[config.mk]
export PLATFORM = sky130hd
export DESIGN_NAME = occupancy_grid_frontier_detect_core
export DESIGN_NICKNAME = d
export VERILOG_FILES = /design/src/rtl/core/ogfd_pkg.sv /design/src/rtl/core/occupancy_grid_frontier_detect_core.sv /design/src/rtl/core/ogfd_front.sv /design/src/rtl/core/ogfd_queue.sv
export SDC_FILE = /design/constraint.sdc
export NUM_CORES = 2
export LEC_CHECK = 0
export ABC_CLOCK_PERIOD_IN_PS = 27000
export BUFFER_PORTS_ARGS = -buffer_cell sky130_fd_sc_hd__buf_2
export CAP_MARGIN = 40
export CORE_MARGIN = 4
export CORE_UTILIZATION = 40
export CTS_CLUSTER_SIZE = 24
export DETAILED_ROUTE_END_ITERATION = 8
export PLACE_DENSITY = 0.5
export SETUP_SLACK_MARGIN = 0.5
export SLEW_MARGIN = 20
export SYNTH_ARGS = -nofsm -noshare
export SYNTH_HDL_FRONTEND = slang
export SYNTH_MEMORY_MAX_BITS = 65536
export SYNTH_SLANG_ARGS = --single-unit
[constraint.sdc]
create_clock -name clk -period 27 [get_ports clk]
set_clock_uncertainty 0.05 [all_clocks]
set_input_delay 5.4 -clock clk [delete_from_list [all_inputs] [get_ports clk]]
set_output_delay 5.4 -clock clk [all_outputs]
set_load 0.005 [all_outputs]
[src/rtl/core/ogfd_pkg.sv]
// ----------------------------------------------------------------------------
// ogfd_pkg
// Shared types and constants of the occupancy grid frontier detector.
// ----------------------------------------------------------------------------
`default_nettype none

package ogfd_pkg;

    // Grid limits
    localparam int MAX_WIDTH  = 1024;
    localparam int MAX_HEIGHT = 4095;
    localparam int COL_W      = $clog2(MAX_WIDTH);
    localparam int ROW_W      = $clog2(MAX_HEIGHT + 1);
    localparam int MIN_DIM    = 3;

    // Configuration port
    localparam int CFG_DATA_W = 12;
    localparam int CFG_IDX_W  = 1;
    localparam logic [CFG_IDX_W-1:0] REG_GRID_WIDTH  = 1'b0;
    localparam logic [CFG_IDX_W-1:0] REG_GRID_HEIGHT = 1'b1;

    // Cell classes: bit 0 = free, bit 1 = candidate
    localparam logic [1:0] CLS_NONE = 2'b00;
    localparam logic [1:0] CLS_FREE = 2'b01;
    localparam logic [1:0] CLS_CAND = 2'b10;
    localparam logic [7:0] CAND_MAX = 8'd50;

    // 3x3 window of classes, newest column in the low bits
    localparam int          WIN_W           = 18;
    localparam int          CENTER_CAND_BIT = 9;
    localparam logic [WIN_W-1:0] NEIGH_FREE_MASK = 18'h15455;

    // Result queue
    localparam int QUEUE_DEPTH = 4;
    localparam int QUEUE_AW    = $clog2(QUEUE_DEPTH);

    typedef struct packed {
        logic             frame_done;
        logic             is_frontier;
        logic [ROW_W-1:0] cell_row;
        logic [COL_W-1:0] cell_col;
    } result_t;

    typedef struct packed {
        logic                      we;
        logic [CFG_IDX_W-1:0]      index;
        logic [CFG_DATA_W-1:0]     data;
    } cfg_write_t;

    // Front to queue: one result per transfer
    typedef struct packed {
        logic    valid;
        result_t data;
    } push_t;

    typedef struct packed {
        logic busy;
    } front_status_t;

    typedef struct packed {
        logic [QUEUE_AW:0] count;
    } queue_status_t;

endpackage

`default_nettype wire

[src/rtl/core/occupancy_grid_frontier_detect_core.sv]
// ----------------------------------------------------------------------------
// occupancy_grid_frontier_detect_core
// Frontier cell detector for an occupancy grid streamed in raster order.
// ----------------------------------------------------------------------------
// The block takes one cell per clock, sustained, as long as the result queue
// (four entries) has room; the line store is read when a cell is transferred
// and written back in the cycle after at the same column, so one read and one
// write per clock keep that rate. A cell is judged one row and one column
// behind the stream, so a frontier result for (row-1, col-1) is pushed from
// the second stage into the result queue after the cell at (row, col) is taken.
// The last grid cell always yields a result with tlast set; tuser is 0 when
// that result is an end marker with zero coordinates. There is no clearing
// pass after reset. Any configuration write restarts the frame.
`default_nettype none

module occupancy_grid_frontier_detect_core
    import ogfd_pkg::*;
(
    input  wire logic                  clk,
    input  wire logic                  rst_n,

    input  wire logic                  cfg_we,
    input  wire logic [CFG_IDX_W-1:0]  cfg_index,
    input  wire logic [CFG_DATA_W-1:0] cfg_data,

    input  wire logic                  s_tvalid,
    output logic                       s_tready,
    input  wire logic [7:0]            s_tdata,   // [7:0] occupancy

    output logic                       m_tvalid,
    input  wire logic                  m_tready,
    output logic [23:0]                m_tdata,   // [9:0] cell_col, [21:10] cell_row
    output logic [0:0]                 m_tuser,   // [0] is_frontier
    output logic                       m_tlast    // frame_done
);

    cfg_write_t     cfg;
    push_t          push;
    front_status_t  front_stat;
    queue_status_t  queue_stat;
    result_t        head;
    logic           accept;
    logic [QUEUE_AW:0] pending;

    assign cfg.we    = cfg_we;
    assign cfg.index = cfg_index;
    assign cfg.data  = cfg_data;

    // Room check covers the cell still in the second stage
    assign pending  = queue_stat.count + (QUEUE_AW+1)'(front_stat.busy);
    assign s_tready = (pending < (QUEUE_AW+1)'(QUEUE_DEPTH));
    assign accept   = s_tvalid && s_tready;

    ogfd_front u_front (
        .clk       (clk),
        .rst_n     (rst_n),
        .cfg       (cfg),
        .accept    (accept),
        .occupancy (s_tdata),
        .push      (push),
        .status    (front_stat)
    );

    ogfd_queue u_queue (
        .clk        (clk),
        .rst_n      (rst_n),
        .push       (push),
        .pop        (m_tready),
        .head       (head),
        .head_valid (m_tvalid),
        .status     (queue_stat)
    );

    assign m_tdata = {2'b00, head.cell_row, head.cell_col};
    assign m_tuser = head.is_frontier;
    assign m_tlast = head.frame_done;

    // Checks
    a_accept_enters_stage: assert property (@(posedge clk) disable iff (!rst_n)
        accept |=> front_stat.busy)
        else $error("accepted cell did not reach the second stage");

    a_queue_no_overflow: assert property (@(posedge clk) disable iff (!rst_n)
        queue_stat.count <= (QUEUE_AW+1)'(QUEUE_DEPTH))
        else $error("result queue overflow");

    a_marker_is_last: assert property (@(posedge clk) disable iff (!rst_n)
        (m_tvalid && !m_tuser[0]) |-> m_tlast)
        else $error("non-frontier result without frame end");

    a_marker_zero: assert property (@(posedge clk) disable iff (!rst_n)
        (m_tvalid && !m_tuser[0]) |-> (m_tdata == '0))
        else $error("end marker carries coordinates");

endmodule

`default_nettype wire

[src/rtl/core/ogfd_front.sv]
// ----------------------------------------------------------------------------
// ogfd_front
// Accepts cells, classifies them, keeps the line store and the 3x3 window,
// and decides for each interior candidate whether it is a frontier cell.
// ----------------------------------------------------------------------------
`default_nettype none

module ogfd_front
    import ogfd_pkg::*;
(
    input  wire logic          clk,
    input  wire logic          rst_n,
    input  wire cfg_write_t    cfg,
    input  wire logic          accept,
    input  wire logic [7:0]    occupancy,
    output push_t              push,
    output front_status_t      status
);

    // Grid size, kept as last column / last row
    logic [COL_W-1:0] w_last_reg;
    logic [ROW_W-1:0] h_last_reg;

    // Position of the next incoming cell
    logic [COL_W-1:0] col_reg;
    logic [ROW_W-1:0] row_reg;

    // Line store: {upper, middle} class per column
    logic [3:0]       line_mem [MAX_WIDTH];
    logic [3:0]       line_rd_reg;

    // Second stage
    logic             b_valid_reg;
    logic [COL_W-1:0] b_col_reg;
    logic [ROW_W-1:0] b_row_reg;
    logic [1:0]       b_cls_reg;
    logic             b_last_reg;
    logic             b_test_reg;

    logic [WIN_W-1:0] win_reg;
    logic [WIN_W-1:0] win_next;

    logic [1:0]       cls;
    logic             is_last;
    logic             test_en;
    logic             frontier;
    logic [10:0]      w_clamp;
    logic [11:0]      h_clamp;

    // Classify the incoming cell
    always_comb
    begin
        if (occupancy == 8'd0)
        begin
            cls = CLS_FREE;
        end
        else if (occupancy <= CAND_MAX)
        begin
            cls = CLS_CAND;
        end
        else
        begin
            cls = CLS_NONE;
        end
    end

    assign is_last = (row_reg == h_last_reg) && (col_reg == w_last_reg);
    assign test_en = (row_reg >= ROW_W'(2)) && (col_reg >= COL_W'(2));

    // Saturate written sizes to the supported range (width from data bits [10:0] only)
    always_comb
    begin
        w_clamp = cfg.data[10:0];
        if (w_clamp < 11'(MIN_DIM))
        begin
            w_clamp = 11'(MIN_DIM);
        end
        else if (w_clamp > 11'(MAX_WIDTH))
        begin
            w_clamp = 11'(MAX_WIDTH);
        end
        h_clamp = cfg.data[11:0];
        if (h_clamp < 12'(MIN_DIM))
        begin
            h_clamp = 12'(MIN_DIM);
        end
        else if (h_clamp > 12'(MAX_HEIGHT))
        begin
            h_clamp = 12'(MAX_HEIGHT);
        end
    end

    // Config registers and position counters
    always_ff @(posedge clk or negedge rst_n)
    begin
        if (!rst_n)
        begin
            w_last_reg <= COL_W'(MAX_WIDTH - 1);
            h_last_reg <= ROW_W'(1023);
            col_reg    <= '0;
            row_reg    <= '0;
        end
        else if (cfg.we)
        begin
            unique case (cfg.index)
                REG_GRID_WIDTH:
                begin
                    w_last_reg <= COL_W'(w_clamp - 11'd1);
                end
                REG_GRID_HEIGHT:
                begin
                    h_last_reg <= ROW_W'(h_clamp - 12'd1);
                end
                default:
                begin
                end
            endcase
            col_reg <= '0;
            row_reg <= '0;
        end
        else if (accept)
        begin
            if (col_reg == w_last_reg)
            begin
                col_reg <= '0;
                row_reg <= is_last ? '0 : row_reg + ROW_W'(1);
            end
            else
            begin
                col_reg <= col_reg + COL_W'(1);
            end
        end
    end

    // Line store: read at accept, write back in the cycle after
    always_ff @(posedge clk)
    begin
        if (accept)
        begin
            line_rd_reg <= line_mem[col_reg];
        end
        if (b_valid_reg)
        begin
            line_mem[b_col_reg] <= {line_rd_reg[1:0], b_cls_reg};
        end
    end

    // Stage payload
    always_ff @(posedge clk)
    begin
        if (accept)
        begin
            b_col_reg  <= col_reg;
            b_row_reg  <= row_reg;
            b_cls_reg  <= cls;
            b_last_reg <= is_last;
            b_test_reg <= test_en;
        end
    end

    always_ff @(posedge clk or negedge rst_n)
    begin
        if (!rst_n)
        begin
            b_valid_reg <= 1'b0;
        end
        else
        begin
            b_valid_reg <= accept;
        end
    end

    // Window shift: new column = {current, middle, upper}
    assign win_next = {win_reg[WIN_W-7:0], b_cls_reg, line_rd_reg[1:0], line_rd_reg[3:2]};

    always_ff @(posedge clk or negedge rst_n)
    begin
        if (!rst_n)
        begin
            win_reg <= '0;
        end
        else if (cfg.we)
        begin
            win_reg <= '0;
        end
        else if (b_valid_reg)
        begin
            win_reg <= win_next;
        end
    end

    // Frontier test on the window center
    assign frontier = b_test_reg && win_next[CENTER_CAND_BIT] &&
                      ((win_next & NEIGH_FREE_MASK) != '0);

    always_comb
    begin
        push.valid            = b_valid_reg && (frontier || b_last_reg);
        push.data.frame_done  = b_last_reg;
        push.data.is_frontier = frontier;
        push.data.cell_col    = frontier ? b_col_reg - COL_W'(1) : '0;
        push.data.cell_row    = frontier ? b_row_reg - ROW_W'(1) : '0;
    end

    assign status.busy = b_valid_reg;

endmodule

`default_nettype wire

[src/rtl/core/ogfd_queue.sv]
// ----------------------------------------------------------------------------
// ogfd_queue
// Short result queue; its head drives the output stream.
// ----------------------------------------------------------------------------
`default_nettype none

module ogfd_queue
    import ogfd_pkg::*;
(
    input  wire logic      clk,
    input  wire logic      rst_n,
    input  wire push_t     push,
    input  wire logic      pop,
    output result_t        head,
    output logic           head_valid,
    output queue_status_t  status
);

    result_t              entry_reg [QUEUE_DEPTH];
    logic [QUEUE_AW-1:0]  wr_ptr_reg;
    logic [QUEUE_AW-1:0]  rd_ptr_reg;
    logic [QUEUE_AW:0]    count_reg;
    logic                 do_pop;

    assign head_valid   = (count_reg != '0);
    assign head         = entry_reg[rd_ptr_reg];
    assign do_pop       = pop && head_valid;
    assign status.count = count_reg;

    // Entry storage
    always_ff @(posedge clk)
    begin
        if (push.valid)
        begin
            entry_reg[wr_ptr_reg] <= push.data;
        end
    end

    // Pointers and fill level
    always_ff @(posedge clk or negedge rst_n)
    begin
        if (!rst_n)
        begin
            wr_ptr_reg <= '0;
            rd_ptr_reg <= '0;
            count_reg  <= '0;
        end
        else
        begin
            if (push.valid)
            begin
                wr_ptr_reg <= wr_ptr_reg + QUEUE_AW'(1);
            end
            if (do_pop)
            begin
                rd_ptr_reg <= rd_ptr_reg + QUEUE_AW'(1);
            end
            if (push.valid && !do_pop)
            begin
                count_reg <= count_reg + (QUEUE_AW+1)'(1);
            end
            else if (!push.valid && do_pop)
            begin
                count_reg <= count_reg - (QUEUE_AW+1)'(1);
            end
        end
    end

endmodule

`default_nettype wire
==> results.toml <==
[clocking]
clkSlewWorstSetupHoldPaths_ns = 0.06
cts_hold_buf = 0
cts_setup_buffers = 0
cts_made_buffers = 349
cts.path.max_buffers = 4
cts-htree-levels = 5
cts_resized = 0
clock_latency_ns = 0.92
cts_tree = "built"
root_buffer = "clkbuf_16"
clock-sinks = 3256

[finish]
drive_above_1_share = 0.2245
final_core_util = 0.4539
final_cell_mix = "edfxtp_1 (3197), nor2_1 (1140), mux4_2 (750), clkbuf_16 (356), mux2i_1 (294)"
largest_reg_flops = 3072
final_cells = 11800
syn_to_final_growth_pct = 13.09
nNetsFinal = 7199
finalInstanceArea_um2 = 148500
layout_commonest_cell = "edfxtp_1"

[placed_design]
hpwl_mm = 241.5
numPortBuffers = 51
dp_cells = 11130
place_area_um2 = 136900
gp_congestion = 0.8370

[route]
ant_nets = 0
drt_iter0_markers = 8057
viasPerCell = 5.853
drt-total-wl_mm = 400.4
route.vias.total = 69040
drtPass1Iterations = 5
avgRoutedWirePerCell_um = 33.95
drcViolationCount = 0

[power]
powerDensity_nw_per_um2 = 92.50
p_leak_nw = 45.37
power.switching_mw = 3.873
power_frac_clock = 0.345
internal_power_mw = 9.861
peakVddDrop_mv = 0.08680
seqPwrFrac = 0.440
sw_frac_of_total = 0.2820
pwr-share-comb = 0.216

[floorplan]
coreArea_um2 = 327100
num_rows = 210
dieArea_um2 = 337500
die_width_um = 580.9
start_util = 0.4013
io_pins = 54
die_y_um = 580.9

[min_path]
hold_path_end = "u_front.h_last_reg[0]"
min_path_type = "reg -> reg"
hold_path_depth = 2
hp-start = "u_front.h_last_reg[0]"

[sta]
setup-tns-final_ns = 0
setup_viol = 0
fin_crit_ns = 7.866
clock.fmax_ghz = 0.1271
slew_headroom = 0.2171
rsz0062_at_grt = "no"
hold-worst-slack_ns = 0.4473
hold_viol_final = 0
maxSlewViolCount = 0
worst_pin_slew_ns = 1.174
period_share = 0.2913

[worst_setup_path]
start_kind = "flop"
endpoint_kind = "output port"
r2r_start = "u_front.col_reg[1]"
path_max_fanout = 14
critPathBufInv = 1
worstPathArrival_ns = 2.42
slowest_stage = "dfrtp_1"
path_class = "reg -> out"
r2r_slack_ns = 19.85
crit_chain = "nand3_1, xor2_1, buf_2"
required_ns = 21.55
r2r-end = "u_front.line_rd_reg[2]"
reg2regPathDepth = 12
startpoint = "u_front.status"
max_stage_delay_ns = 0.88
cp_top_family = "flip-flops"

[grt]
grt_pass1_vias = 69680
grt_max_degree = 212
grt_overflow_total = 0
antenna_found_initial = 33
grt_util_all_layers = 0.2328
grt_pass1_wl_mm = 555.7

[outcome]
status = "complete, no violations"

[yosys]
synthCells = 6992
synth.cell_area_um2 = 131300
ys_warn_count = 0
ys_types = 80
synthArstFlopShare = 0.01812
synthFlopType = "edfxtp_1"
synth-edff-count = 3197
synth_seq_cells = 3256
yosysSeqAreaShare = 0.7427
avgSynthCellArea_um2 = 18.78

[flow_run]
drv_cap = 0
==> cell type report <==
type / instances / area, µm²
diodes: 14 / 35.03
clock buffers: 415 / 9140
clock inverters: 216 / 2013
fillers: 27750 / 178600
inverters: 18 / 68.82
multi-input cells: 3208 / 31140
flip-flops and latches: 3256 / 97520
well taps: 4346 / 5438
repair buffers: 322 / 3126
==> worst reg2reg max path: cells and delay by family, from the launching register on <==
family,cells,cell delay [ns]
buffers and inverters,6,3.66
multiplexers,2,0.94
flip-flops,1,0.85
AND/OR/NAND/NOR,2,0.80
AO/OA/AOI/OAI,2,0.60
==> cell usage after synthesis (all sizes together) (37+ instances only) <==
cell,n,area (µm²)
edfxtp,3197,96000
nor2,1147,4310
mux4,762,17210
mux2i,294,2943
buf,258,1898
clkbuf,253,1066
nand2,208,780.8
o21ai,108,540.5
a21oi,73,365.4
a22oi,68,510.5
o22ai,57,356.6
nand3,44,220.2
dfrtp,39,975.9
a221oi,37,330.3
==> power by group through the flow <==
stage / clock network (mW) / registers (mW) / logic, mW
finish: 4.73 / 6.04 / 2.96
global route: 5.03 / 6.04 / 3.15
CTS: 4.81 / 6.04 / 2.97
detailed placement: 0 / 6.15 / 2.96
global placement: 0 / 6.15 / 2.90
floorplan: 0 / 6.64 / 1.82
==> through the flow <==
| stage | worst slack [ns] | power (mW) |
|---|---|---|
| global placement | 18.89 | 9.049 |
| detailed placement | 19.01 | 9.109 |
| global route | 19.04 | 14.22 |
| CTS | 18.49 | 13.82 |
| floorplan | 12.23 | 8.469 |
| finish | 19.13 | 13.73 |
==> metal layers <==
metal / global-route usage / part of all wire
met1: 0.3232 / 0.41
met2: 0.3725 / 0.48
met3: 0.04484 / 0.080
met4: 0.07403 / 0.034
met5: 0 / 0.000032
==> cells by family after synthesis <==
family	after synthesis	share of synthesized area
AOI/OAI and AO/OA	511	0.02643
DFF	3256	0.7427
muxes	1070	0.1547
xor gates and xnor gates	52	0.003469
and+or+nand+nor	1555	0.04789
buffers and inverters	529	0.02309
other	1	0.00002856
adders and majority gates	18	0.001773
==> how the worst max path moves through the flow <==
stage | cells past startpoint | slack [ns] | endpoint
3_3_place_gp | 11 | 18.89 | u_front.w_last_reg[6]
6_report | 3 | 19.13 | s_tready
2_1_floorplan | 0 | 12.23 | u_front.line_mem[0][0]
3_5_place_dp | 11 | 19.01 | u_front.w_last_reg[6]
4_1_cts | 3 | 18.49 | m_tdata[16]
5_1_grt | 3 | 19.04 | s_tready
Note: power is estimated with default switching activity, not from simulation.
